===== config.mk =====
export PLATFORM = sky130hd
export DESIGN_NAME = marker_synced_rgb_frame_receiver
export DESIGN_NICKNAME = d
export VERILOG_FILES = /design/src/rtl/mrx_pkg.sv /design/src/rtl/mrx_skid.sv /design/src/rtl/marker_synced_rgb_frame_receiver.sv
export SDC_FILE = /design/constraint.sdc
export NUM_CORES = 1
export LEC_CHECK = 0
export ABC_AREA = 1
export BUFFER_PORTS_ARGS = -buffer_cell sky130_fd_sc_hd__buf_2
export CAP_MARGIN = 40
export CELL_PAD_IN_SITES_DETAIL_PLACEMENT = 0
export CELL_PAD_IN_SITES_GLOBAL_PLACEMENT = 1
export CORE_MARGIN = 2
export CORE_UTILIZATION = 45
export DETAILED_ROUTE_END_ITERATION = 12
export PLACE_DENSITY = 0.81
export REMOVE_ABC_BUFFERS = 1
export SYNTH_ARGS = -nofsm -noshare
export SYNTH_HDL_FRONTEND = slang
export SYNTH_SLANG_ARGS = --single-unit

===== constraint.sdc =====
create_clock -name clk -period 11.11 [get_ports clk]
set_input_delay 0.5555 -clock clk [delete_from_list [all_inputs] [get_ports clk]]
set_output_delay 0.5555 -clock clk [all_outputs]
set_load 0.02 [all_outputs]

===== src/rtl/mrx_pkg.sv =====
// Shared types and constants for the marker synced RGB frame receiver.
// No dependencies; used by mrx_skid and marker_synced_rgb_frame_receiver.
package mrx_pkg;

    // Configuration port layout
    localparam int CFG_INDEX_W = 3;
    localparam int CFG_DATA_W  = 8;

    // Register indexes
    localparam logic [CFG_INDEX_W-1:0] REG_FRAME_WIDTH   = 3'd0;
    localparam logic [CFG_INDEX_W-1:0] REG_FRAME_HEIGHT  = 3'd1;
    localparam logic [CFG_INDEX_W-1:0] REG_MARKER_FIRST  = 3'd2;
    localparam logic [CFG_INDEX_W-1:0] REG_MARKER_SECOND = 3'd3;
    localparam logic [CFG_INDEX_W-1:0] REG_MARKER_THIRD  = 3'd4;

    // Field widths
    localparam int SIZE_W  = 7;
    localparam int BYTE_W  = 8;
    localparam int COORD_W = 6;
    localparam int COUNT_W = 32;

    // Stream data widths
    localparam int IN_DATA_W  = 8;
    localparam int OUT_DATA_W = 72;

    // One pixel result on its way to the output port
    typedef struct packed {
        logic [COUNT_W-1:0] frames_done;
        logic               frame_end;
        logic [BYTE_W-1:0]  blue;
        logic [BYTE_W-1:0]  green;
        logic [BYTE_W-1:0]  red;
        logic [COORD_W-1:0] pixel_row;
        logic [COORD_W-1:0] pixel_column;
    } pix_t;

endpackage


===== src/rtl/mrx_skid.sv =====
// Output register with a skid stage for pixel words.
// Depends on mrx_pkg for the pix_t word type.
module mrx_skid
    import mrx_pkg::*;
(
    input  logic clk,
    input  logic rst_n,
    input  logic in_valid,
    output logic in_ready,
    input  pix_t in_word,
    output logic out_valid,
    input  logic out_ready,
    output pix_t out_word
);

    logic main_valid_reg;
    logic skid_valid_reg;
    pix_t main_word_reg;
    pix_t skid_word_reg;

    assign in_ready  = !skid_valid_reg;
    assign out_valid = main_valid_reg;
    assign out_word  = main_word_reg;

    // Control: refill the output register, park a word in the skid stage on a stall
    always_ff @(posedge clk or negedge rst_n)
    begin
        if (!rst_n)
        begin
            main_valid_reg <= 1'b0;
            skid_valid_reg <= 1'b0;
        end
        else if (!main_valid_reg || out_ready)
        begin
            if (skid_valid_reg)
            begin
                main_valid_reg <= 1'b1;
                skid_valid_reg <= 1'b0;
            end
            else
            begin
                main_valid_reg <= in_valid;
            end
        end
        else if (in_valid && !skid_valid_reg)
        begin
            skid_valid_reg <= 1'b1;
        end
    end

    // Payload: no reset
    always_ff @(posedge clk)
    begin
        if (!main_valid_reg || out_ready)
        begin
            main_word_reg <= skid_valid_reg ? skid_word_reg : in_word;
        end
        else if (in_valid && !skid_valid_reg)
        begin
            skid_word_reg <= in_word;
        end
    end

endmodule


===== src/rtl/marker_synced_rgb_frame_receiver.sv =====
// Top level of the marker synced RGB frame receiver: marker hunt, pixel assembly,
// raster counters and frame count. Depends on mrx_pkg and mrx_skid.
//
//  channel  dir  handshake          payload
//  s_*      in   s_tvalid/s_tready  s_tdata: rx_byte
//  m_*      out  m_tvalid/m_tready  m_tdata: pixel fields, m_tlast: frame_end
//  cfg_*    in   cfg_valid/cfg_ready cfg_index, cfg_data
//
// One serial byte per cycle while s_tready is high; each byte is handled in the cycle
// it is taken, and a pixel is registered into mrx_skid when its blue byte is taken.
// The output register plus skid stage hold up to two pixels, so s_tready
// drops only when both are full, which follows a stalled m_tready.
// Reset leaves the block hunting with a cleared marker window and size 16x16.
// cfg_ready is always high.
module marker_synced_rgb_frame_receiver
    import mrx_pkg::*;
#(
    parameter int MAX_WIDTH  = 64,
    parameter int MAX_HEIGHT = 64
)
(
    input  logic                   clk,
    input  logic                   rst_n,
    // rx_byte [7:0]
    input  logic                   s_tvalid,
    output logic                   s_tready,
    input  logic [IN_DATA_W-1:0]   s_tdata,
    // pixel_column [5:0], pixel_row [11:6], red [19:12], green [27:20],
    // blue [35:28], frames_done [67:36], zero [71:68]
    output logic                   m_tvalid,
    input  logic                   m_tready,
    output logic [OUT_DATA_W-1:0]  m_tdata,
    output logic                   m_tlast,
    input  logic                   cfg_valid,
    output logic                   cfg_ready,
    input  logic [CFG_INDEX_W-1:0] cfg_index,
    input  logic [CFG_DATA_W-1:0]  cfg_data
);

    localparam int CW   = (MAX_WIDTH  > 1) ? $clog2(MAX_WIDTH)  : 1;
    localparam int RW   = (MAX_HEIGHT > 1) ? $clog2(MAX_HEIGHT) : 1;
    localparam int CCMP = (CW + 1 > SIZE_W) ? CW + 1 : SIZE_W;
    localparam int RCMP = (RW + 1 > SIZE_W) ? RW + 1 : SIZE_W;
    localparam int CXW  = (CW > COORD_W) ? CW : COORD_W;
    localparam int RXW  = (RW > COORD_W) ? RW : COORD_W;

    // Color phase codes
    localparam logic [1:0] PH_RED   = 2'd0;
    localparam logic [1:0] PH_GREEN = 2'd1;
    localparam logic [1:0] PH_BLUE  = 2'd2;

    logic [SIZE_W-1:0]  width_cfg_reg;
    logic [SIZE_W-1:0]  height_cfg_reg;
    logic [BYTE_W-1:0]  marker0_reg;
    logic [BYTE_W-1:0]  marker1_reg;
    logic [BYTE_W-1:0]  marker2_reg;

    logic               hunting_reg;
    logic [BYTE_W-1:0]  win1_reg;
    logic [BYTE_W-1:0]  win2_reg;
    logic [1:0]         phase_reg;
    logic [BYTE_W-1:0]  red_reg;
    logic [BYTE_W-1:0]  green_reg;
    logic [CW-1:0]      column_reg;
    logic [RW-1:0]      row_reg;
    logic [COUNT_W-1:0] frames_reg;

    logic               take;
    logic [BYTE_W-1:0]  rx_byte;
    logic               marker_hit;
    logic [CCMP-1:0]    width_ext;
    logic [CCMP-1:0]    width_use;
    logic [RCMP-1:0]    height_ext;
    logic [RCMP-1:0]    height_use;
    logic               row_done;
    logic               last_pixel;
    logic [COUNT_W-1:0] frames_next;
    logic [CXW-1:0]     column_wide;
    logic [RXW-1:0]     row_wide;
    logic               pix_valid;
    logic               pix_ready;
    pix_t               pix_word;
    pix_t               out_word;

    assign rx_byte   = s_tdata[BYTE_W-1:0];
    assign s_tready  = pix_ready;
    assign take      = s_tvalid && pix_ready;
    assign cfg_ready = 1'b1;

    // Configuration registers; unknown indexes are dropped
    always_ff @(posedge clk or negedge rst_n)
    begin
        if (!rst_n)
        begin
            width_cfg_reg  <= SIZE_W'(16);
            height_cfg_reg <= SIZE_W'(16);
            marker0_reg    <= '0;
            marker1_reg    <= '0;
            marker2_reg    <= '0;
        end
        else if (cfg_valid)
        begin
            case (cfg_index)
                REG_FRAME_WIDTH:   width_cfg_reg  <= cfg_data[SIZE_W-1:0];
                REG_FRAME_HEIGHT:  height_cfg_reg <= cfg_data[SIZE_W-1:0];
                REG_MARKER_FIRST:  marker0_reg    <= cfg_data;
                REG_MARKER_SECOND: marker1_reg    <= cfg_data;
                REG_MARKER_THIRD:  marker2_reg    <= cfg_data;
                default:           ;
            endcase
        end
    end

    // Clamp the frame size into 1..MAX
    always_comb
    begin
        width_ext  = CCMP'(width_cfg_reg);
        height_ext = RCMP'(height_cfg_reg);
        if (width_ext == '0)
            width_use = CCMP'(1);
        else if (width_ext > CCMP'(MAX_WIDTH))
            width_use = CCMP'(MAX_WIDTH);
        else
            width_use = width_ext;
        if (height_ext == '0)
            height_use = RCMP'(1);
        else if (height_ext > RCMP'(MAX_HEIGHT))
            height_use = RCMP'(MAX_HEIGHT);
        else
            height_use = height_ext;
    end

    // Marker match on the shifted window, raster end tests
    assign marker_hit  = (win1_reg == marker0_reg) && (win2_reg == marker1_reg)
                         && (rx_byte == marker2_reg);
    assign row_done    = (CCMP'(column_reg) + CCMP'(1)) >= width_use;
    assign last_pixel  = row_done && ((RCMP'(row_reg) + RCMP'(1)) >= height_use);
    assign frames_next = frames_reg + COUNT_W'(1);

    // Hunt and pixel assembly state; the oldest window byte drops out after the compare
    always_ff @(posedge clk or negedge rst_n)
    begin
        if (!rst_n)
        begin
            hunting_reg <= 1'b1;
            win1_reg    <= '0;
            win2_reg    <= '0;
            phase_reg   <= PH_RED;
            column_reg  <= '0;
            row_reg     <= '0;
            frames_reg  <= '0;
        end
        else if (take)
        begin
            if (hunting_reg)
            begin
                win1_reg <= win2_reg;
                win2_reg <= rx_byte;
                if (marker_hit)
                begin
                    hunting_reg <= 1'b0;
                    phase_reg   <= PH_RED;
                    column_reg  <= '0;
                    row_reg     <= '0;
                end
            end
            else
            begin
                case (phase_reg)
                    PH_RED:   phase_reg <= PH_GREEN;
                    PH_GREEN: phase_reg <= PH_BLUE;
                    default:
                    begin
                        phase_reg <= PH_RED;
                        if (last_pixel)
                        begin
                            frames_reg  <= frames_next;
                            hunting_reg <= 1'b1;
                            column_reg  <= '0;
                            row_reg     <= '0;
                        end
                        else if (row_done)
                        begin
                            column_reg <= '0;
                            row_reg    <= row_reg + RW'(1);
                        end
                        else
                        begin
                            column_reg <= column_reg + CW'(1);
                        end
                    end
                endcase
            end
        end
    end

    // Hold red and green until the blue byte arrives
    always_ff @(posedge clk)
    begin
        if (take && !hunting_reg)
        begin
            if (phase_reg == PH_RED)
                red_reg <= rx_byte;
            if (phase_reg == PH_GREEN)
                green_reg <= rx_byte;
        end
    end

    // Build the pixel word
    assign column_wide = CXW'(column_reg);
    assign row_wide    = RXW'(row_reg);
    assign pix_valid   = take && !hunting_reg && (phase_reg != PH_RED)
                         && (phase_reg != PH_GREEN);

    always_comb
    begin
        pix_word.pixel_column = column_wide[COORD_W-1:0];
        pix_word.pixel_row    = row_wide[COORD_W-1:0];
        pix_word.red          = red_reg;
        pix_word.green        = green_reg;
        pix_word.blue         = rx_byte;
        pix_word.frame_end    = last_pixel;
        pix_word.frames_done  = last_pixel ? frames_next : '0;
    end

    mrx_skid u_skid
    (
        .clk       (clk),
        .rst_n     (rst_n),
        .in_valid  (pix_valid),
        .in_ready  (pix_ready),
        .in_word   (pix_word),
        .out_valid (m_tvalid),
        .out_ready (m_tready),
        .out_word  (out_word)
    );

    // Pack the output word
    assign m_tdata = {4'b0000, out_word.frames_done, out_word.blue, out_word.green,
                      out_word.red, out_word.pixel_row, out_word.pixel_column};
    assign m_tlast = out_word.frame_end;

endmodule

---- After elaboration in Yosys (flattened, before gate mapping) ----
Index checks and enable logic that the tools add are counted.
word-level totals
  bits of input ports ..................... 24
  logic and storage cells ................. 111
  output and inout bits ................... 76
  bits in registers ....................... 257
operators by class
  bitwise operators ....................... 3
  order comparisons ....................... 4
  equality and inequality tests ........... 11
  multiplexer cells ....................... 25
  $add $sub $neg .......................... 5
  reduce and logical (&&, ||, !) cells .... 33
operator list
  cell                                                   count
  two-way mux 69 bit                                     1
  two-way mux 6 bit                                      9
  adder 32 x 1 -> 32 bit, second input constant          1
  two-way mux 32 bit                                     1
  two-way mux 7 bit                                      4
  equality test 8 bit                                    3
  AND reduction 2 bit                                    10
  adder 6 x 1 -> 7 bit, second input constant            2
  greater-or-equal comparator 7 bit                      2
  > comparator 7 bit, second input constant              2
  logical NOT 7 bit                                      2
  adder 6 x 1 -> 6 bit, second input constant            2
  logical AND 1 bit                                      8
  AND reduction 4 bit                                    2
  two-way mux 1 bit                                      7
  equality test 3 x 2 -> 1 bit, second input constant    2
  inequality test 2 x 1 -> 1 bit, second input constant  3
  two-way mux 2 bit                                      2
  one-hot mux 2 bit (2 select lines)                     1
  nonzero test 2 bit                                     2
  equality test 3 x 1 -> 1 bit, second input constant    1
  equality test 3 bit, second input constant             1
  logical NOT 1 bit                                      3
  logical NOT 3 bit                                      1
  other kinds (7)                                        9

---- Longest topological paths before layout ----
Gate-level depths: netlist of the first run.
  depth after elaboration ................. 8
  gate-level depth with buffers ........... 16
  gate-level depth less buffers ........... 15

---- Hierarchy ----
A second synthesis of the first run with hierarchy kept.
second synthesis, totals
  cells, all modules ...................... 1235
  area, all modules ....................... 11761.3 µm²
by module, submodules not included
  module                            instances  cells each  area an instance (µm²)  sequential area each (µm²)
  marker_synced_rgb_frame_receiver  1          865         6623.9                  3011.6
  mrx_skid                          1          370         5137.4                  4194.0

---- Worst setup path after synthesis of the first run ----
No wires, ideal clock.
  path type ............................... input to register
  from .................................... in m_tready
  to ...................................... reg u_skid.skid_word_reg[0] in the netlist's numbering, enable pin
  slack ................................... 5.365 ns
  arrival ................................. 5.248 ns
  required time ........................... 10.613 ns
  cell stages on the path ................. 3
  setup time .............................. 0.497 ns
  path buffers ............................ 0
  cells stage by stage .................... inv_1 nand2_1 nor2_1
between the ends
  cells in the longest elaborated chain, start to end .. 3
ends and longest elaborated chain
  what                                  line                                    text
  start: declaration                    marker_synced_rgb_frame_receiver.sv:31  input logic m_tready,
  logical OR 1 bit                      mrx_skid.sv:54                          if (!main_valid_reg || out_ready)
  NOT 1 bit (no source line)            -
  AND reduction 2 bit (no source line)  -
  end signal: assignment                mrx_skid.sv:60                          skid_word_reg <= in_word;
  end: declaration                      mrx_skid.sv:19                          pix_t skid_word_reg;
Every way passes these cells.
A chain may end at the register's enable or synchronous reset.

---- Worst setup path in the final report of the first run ----
  from .................................... reg column_reg[0]
  to ...................................... reg frames_reg[6]
between the ends
  cells in the longest elaborated chain, start to end .. 4
ends and longest elaborated chain
  what                                  line                                     text
  start: declaration                    marker_synced_rgb_frame_receiver.sv:64   logic [CW-1:0] column_reg;
  start signal: assignment              marker_synced_rgb_frame_receiver.sv:189  column_reg <= column_reg + CW'(1);
  adder 6 x 1 -> 7 bit                  marker_synced_rgb_frame_receiver.sv:136  assign row_done = (CCMP'(column_reg) + CCMP'(1)) >= width_use;
  greater-or-equal comparator 7 bit     marker_synced_rgb_frame_receiver.sv:136
  logical AND 1 bit                     marker_synced_rgb_frame_receiver.sv:137  assign last_pixel = row_done && ((RCMP'(row_reg) + RCMP'(1)) >= height_use);
  AND reduction 4 bit (no source line)  -
  end signal: assignment                marker_synced_rgb_frame_receiver.sv:177  frames_reg <= frames_next;
  end: declaration                      marker_synced_rgb_frame_receiver.sv:66   logic [COUNT_W-1:0] frames_reg;
Every way passes these cells.

==> results of run 1 <==
## critical path: stages (launching register included)
cell and delay, ns:
dfrtp_1 0.44, ha_1 0.26, nand3_1 0.12, xor2_1 0.22
inv_1 0.07, ha_1 0.31, nand2_1 0.06, a21oi_1 0.12
nor2_1 0.07, nand3_2 0.15, nand2_4 0.22, nor2_8 0.41
inv_4 0.20, nand2_1 0.10, o21ai_0 0.08
## area by class of cell
class | count | share of cell area (%)
flip-flops and latches | 257 | 54.2
well taps | 330 | 3.11
inverters | 128 | 3.63
clock inverters | 14 | 0.791
repair buffers | 105 | 4.74
multi-input cells | 800 | 28.0
clock buffers | 36 | 5.49
## placed cells by master (no fill, tap or decap), types with 3 or more instances in the layout
master        n
nand2_1     440
edfxtp_1    154
inv_1       120
dfrtp_1      99
o21ai_0      96
buf_2        93
nor2_1       87
nand3_1      36
clkbuf_16    27
xor2_1       24
ha_1         17
o21ai_1      14
nor3_1       14
o22ai_1      12
nand3b_1      8
a21oi_1       8
inv_2         7
clkbuf_1      7
buf_4         6
nand2_2       5
a21oi_2       5
conb_1        5
clkinv_2      5
nor2_2        4
clkinvlp_4    4
nand4_1       3
nor2_4        3
nand3_2       3
clkinv_1      3
dfstp_2       3
## report_power, final
part / switching, W / internal (W)
Sequential: 0.000122 / 0.00122
Combinational: 0.000443 / 0.000215
Clock: 0.000368 / 0.000485
## path summary, 6_finish.rpt
path                                    start                        to  slack, ns  depth (start not counted)
worst max register to register  column_reg[0]             frames_reg[6]       8.12                         14
worst min register to register   green_reg[6]  u_skid.skid_word_reg[26]       0.45                          0
worst min-delay path               s_tdata[0]              green_reg[0]       0.26                          1
max in group asynchronous               rst_n            frames_reg[16]       9.58                          4
min in group asynchronous               rst_n               win1_reg[1]       0.50                          2
worst max-delay path            column_reg[0]             frames_reg[6]       8.12                         14
## metal layers
layer | vias to the layer above | global-route usage [%]
met4 | 0 | 4.07
met1 | 3790 | 26.3
met3 | 31 | 2.54
li1 | 4136 | -
met2 | 147 | 32.7
met5 | - | 0
## logic make-up (layout without fill, tap and decap cells)
logic type      after synthesis  in the layout  share of synthesized area [%]
fa+ha+maj                    17             17                           1.84
buf+inv                     166            283                           5.87
other cells                   2              5                         0.0648
simple gates                615            615                           21.7
flops                       257            257                           62.2
xor+xnor                     26             26                           1.97
compound gates              137            137                           6.35
## stage by stage
step                      util [%]  hold WS (ns)  area, um^2  power [W]
final                         52.6         0.257       13300    0.00285
after global routing          52.6         0.249       13300    0.00303
after CTS                     52.6         0.238       13300    0.00288
after detailed placement      49.3         0.432       12500    0.00203
after global placement        48.9         0.428       12300    0.00200
after floorplan                  -         0.260       11400    0.00180
==> impl_metrics.yaml, run 1 <==
floorplan:
  die_height_um: 164
  die-area_mm2: 0.0270
  initial_core_util_pct: 45.9
  die_x_um: 164
  io_pins: 100
  rows: 58
  placeableCoreArea_mm2: 0.0253
timing:
  layout_min_cycle_time_ns: 2.99
  rsz0062_at_grt: "false"
  slew_violations: 0
  clock.fmax_mhz: 335
  min_period_over_period_pct: 26.9
  finalHoldViolations: 0
  setup_ws_ns: 8.12
  tns_ns: 0
  maxSlewHeadroom_pct: 47.8
  worst_clock_skew_ns: 0.0244
  tightest_slew_ns: 0.781
  setup_viol: 0
placed_design:
  place_congestion: 0.856
  port_buffers: 94
  pre_cts_ws_ns: 8.13
  dp_hpwl_um: 17600
  dp_cells: 1619
layout:
  final_cells: 1670
  drive_above_1_share_pct: 13.7
  fin_nets: 1360
  area_delta_synth_final_pct: 14.7
  fillers: 2316
  multi_input_comb_area_mm2: 0.00373
  register_area_mm2: 0.00721
  antennaDiodeCount: 0
synth:
  synth_edf_count: 154
  avgSynthCellArea_um2: 9.50
  async_flop_share_pct: 40.1
  yosys_warnings: 0
  synth_top_area_share_pct: 39.9
  synth_area_mm2: 0.0116
  yosysSeqAreaShare_pct: 62.2
  ys.flop_type: "edfxtp_1"
  synth_cell_type_count: 39
  synth_common_cells: "nand2_1 (441), edfxtp_1 (154), inv_1 (120)"
  synth_area_leaders: "edfxtp_1 (40%), dfrtp_1 (22%), nand2_1 (14%)"
  syn_inst: 1220
  synth_top_cell_by_area: "edfxtp_1"
  synth.most_common_cell: "nand2_1"
  yosys_register_bits: 257
global_routing:
  grt_pass1_wl_um: 41100
  antenna_found_initial: 0
  grt_max_degree: 58
  grt_overflow: 0
  grt_usage_pct: 19.1
  grt_pass1_vias: 7939
drt:
  wl_um: 25300
  wl_met3_um: 1050
  wl_per_cell_um: 15.1
  routed.top_layer: "met4"
  drc: 0
  dr.first_iter.drc_count: 586
  vias: 8104
  drt-vias-per-instance: 4.85
  dr_wl_met2_um: 12300
  ant_nets: 0
  dr.pass1.iters: 5
  m1WireLength_um: 11600
clock_tree:
  htreeDepth: 1
  clock-sinks: 257
  cts_resized: 0
  cts_hold_buf: 1
  clkLatencyLatePin_ns: 0.54
  cts_tree: "built"
  cts_buffer_depth: 3
  cts_setup_buffers: 0
  root_buffer: "clkbuf_16"
  path_clk_slew_ns: 0.06
  cts_buffers: 27
critical_path:
  arrival_ns: 3.37
  end_kind: "flop"
  required_ns: 11.49
  cp-start-kind: "flop"
  path_max_fanout: 27
  critPathKind: "reg2reg"
status:
  status: "completed"
power:
  p_per_area_mw_per_mm2: 215
  p_leak_nw: 6.20
  ir_worst_vdd_mv: 0.133
worst_hold_path:
  hold_class: "in2reg"
job:
  drv_cap: 0
No activity file was read; power rests on OpenSTA's default activity.
==> run 2: changes to the inputs <==
ABC_AREA = 0   (was 1)
PLACE_DENSITY = 0.77   (was 0.81)
clock period = 2.8 ns   (was 11.11 ns; I/O delays follow)
==> run 2 against run 1 <==
Against the previous run:
- critical path type unchanged
- first-iteration DRC count fell by 45%
- synthesized cell count fell by 33%
- die area fell by 4.6%
- final cell count fell by 22%
- final area hardly changed
- worst hold slack lost 0.21 ns
- largest cell class unchanged
- count of clock-buffer cells in the layout up 4
- via count shrank 19%
- wire length fell by 15%
- non-clock buffer count rose by 36
==> impl_metrics.yaml, run 2 <==
timing:
  finalHoldViolations: 0
  slew_violations: 0
  maxSlewHeadroom_pct: 48.6
  tightest_slew_ns: 0.770
  clock.fmax_mhz: 368
  worst_clock_skew_ns: 0.0117
  setup_viol: 0
  layout_min_cycle_time_ns: 2.72
  min_period_over_period_pct: 97.0
clock_tree:
  clkLatencyLatePin_ns: 0.53
  cts_buffers: 28
  cts_tree: "built"
  cts_buffer_depth: 3
  root_buffer: "clkbuf_16"
  clock-sinks: 257
  path_clk_slew_ns: 0.06
  htreeDepth: 1
synth:
  synth_top_area_share_pct: 41.9
  syn_inst: 814
  synth_top_cell_by_area: "edfxtp_1"
  yosys_warnings: 0
  synth-simple-area-share_pct: 10.6
  synth_compound_area_share_pct: 4.39
  ys.flop_type: "edfxtp_1"
  synth_top_family_by_area: "simple AND/OR/NAND/NOR gates"
  synth_edf_count: 154
  synth_common_cells: "edfxtp_1 (154), dfrtp_1 (100), nand2_1 (90)"
  yosysSeqAreaShare_pct: 65.3
  avgSynthCellArea_um2: 13.6
  synth_area_mm2: 0.0110
  async_flop_share_pct: 40.1
  synthAdderAreaFrac_pct: 1.93
  synth.most_common_cell: "edfxtp_1"
  synth_area_leaders: "edfxtp_1 (42%), dfrtp_1 (23%), mux2_2 (8.9%)"
  synth-xor-area-share_pct: 7.38
  synthMuxAreaShare_pct: 8.87
  yosys_register_bits: 257
  synth_cell_type_count: 53
layout:
  area_delta_synth_final_pct: 20.3
  drive_above_1_share_pct: 29.0
  antennaDiodeCount: 0
  mostFrequentLayoutCells: "edfxtp_1 (154), dfrtp_1 (99), buf_2 (93)"
  fillers: 2026
  fin_util_pct: 54.9
  fin_nets: 999
  multi_input_comb_area_mm2: 0.00376
  final_common_cell: "edfxtp_1"
  register_area_mm2: 0.00721
drt:
  vias: 6598
  ant_nets: 0
  drc: 0
  wl_um: 21400
  dr.first_iter.drc_count: 325
  dr.pass1.iters: 4
  wl_per_cell_um: 16.4
  drt-vias-per-instance: 5.06
status:
  status: "completed"
global_routing:
  antenna_found_initial: 0
  grt_max_degree: 78
  grt_usage_pct: 16.8
  grt_pass1_vias: 6584
  grt_overflow: 0
  grt_pass1_wl_um: 35100
power:
  p_leak_nw: 5.34
  ir_worst_vdd_mv: 0.421
  power.total_w: 0.0112
  p_per_area_mw_per_mm2: 843
worst_hold_path:
  hold_path_end: "width_cfg_reg[6]"
  hold_start: "cfg_index[1]"
  hold_class: "in2reg"
  whs_path_depth: 4
critical_path:
  cp_cell_sequence: "ha_4, and3_1, and3_1, ha_1, o21a_1, a221oi_2, o21ai_2, buf_4, nand3_2, clkbuf_16, nor2_1, xor2_1"
  path_max_fanout: 11
  crit_path_frequent_cell: "and3_1"
  critPathKind: "reg2reg"
  r2r_setup_slack_ns: 0.08
  slowest_delay_ns: 0.42
  cp-start-kind: "flop"
  cp.buffers_inverters: 2
  slowest_stage: "dfrtp_1"
  arrival_ns: 3.12
  critPathTopFamily: "compound AO/OA/AOI/OAI gates"
  worst_r2r_startpoint: "row_reg[0]"
  reg2reg_to: "frames_reg[28]"
  required_ns: 3.21
  rr_worst_depth: 12
  end_kind: "flop"
floorplan:
  die_x_um: 161
  rows: 57
  io_pins: 100
  placeableCoreArea_mm2: 0.0242
  die_height_um: 161
  die-area_mm2: 0.0258
  initial_core_util_pct: 45.7
placed_design:
  dp_hpwl_um: 14100
  place_congestion: 0.828
  port_buffers: 94
job:
  drv_cap: 0
[run 2: changes by cell type in the layout (fill, tap and decap cells not counted), sizes merged, moves of 10 or more]
cell / delta
nand2: -356
inv: -121
mux2: +87
o21ai: -85
xnor2: +53
o31ai: +24
nor2: -23
buf: +19
dlygate4sd3: +16
nand3: -16
xor2: +14
o22ai: -12
and3: +11
nand4: +10
[run 2: worst max-delay path by stage]
stage | cells after the start | startpoint | slack (ns) | end
after floorplan | 2 | u_skid.out_valid | -2.88 | u_skid.skid_word_reg[0]
after global placement | 11 | row_reg[0] | -0.06 | row_reg[2]
after detailed placement | 11 | row_reg[0] | -0.13 | row_reg[2]
after CTS | 12 | row_reg[0] | 0.05 | u_skid.out_word[58]
after global routing | 13 | row_reg[0] | -0.06 | u_skid.out_word[56]
final | 12 | row_reg[0] | 0.08 | frames_reg[28]
[run 2: what timing repair did]
| action | in CTS | in global routing |
|---|---|---|
| endpoints found under the hold margin | 122 | 0 |
| hold buffers | 17 | 0 |
| pin swaps | 0 | 3 |
| setup endpoints to repair | 34 | 66 |
| buffers inserted | 0 | 1 |
| gates resized for setup | 3 | 12 |
| gates cloned | 0 | 1 |
[run 2: metrics by stage]
stage                     setup slack (ns)  hold WS (ns)  std cells  setup TNS, ns  area (um^2)
after floorplan                      -2.88        -0.156        787        -236.64        10900
after global placement             -0.0576         0.264       1232        -0.0820        12100
after detailed placement            -0.130         0.266       1233         -0.705        12100
after CTS                           0.0528        0.0189       1302              0        13200
after global routing               -0.0619        0.0501       1304          -1.17        13300
final                               0.0831        0.0500       1304              0        13300
[run 2: report_power, final]
| part | total (W) | leakage, nW | switching (W) | internal [W] |
|---|---|---|---|---|
| Sequential | 0.00520 | 2.84 | 0.000361 | 0.00484 |
| Clock | 0.00356 | 0.442 | 0.00145 | 0.00212 |
| Combinational | 0.00243 | 2.06 | 0.00140 | 0.00103 |
[run 2: kinds of logic after synthesis]
group / Yosys count
DFF: 257
and+or+nand+nor: 248
xor gates and xnor gates: 93
muxes: 87
AOI/OAI and AO/OA: 72
buffers and inverters: 38
adders and majority gates: 17
other: 2
[run 2: metal layers]
layer / share of wire, % / GRT usage, % / vias up
li1: - / - / 3214
met1: 47 / 23.8 / 3253
met2: 48 / 27.4 / 103
met3: 3.7 / 2.79 / 28
met4: 1.5 / 4.14 / 0
met5: 0 / 0 / -
[run 2: area by class of cell]
type	count	area share, %
clock inverter	12	0.706
tap	324	3.05
multi-input combinational	522	28.3
clock buffer	40	6.15
sequential	257	54.3
timing repair buffer	141	7.29
inverter	8	0.226
[run 2: tightest hold or removal path: stages]
cell	delay, ns
buf_2	0.13
nor3b_2	0.11
nand2_1	0.08
o21ai_0	0.07
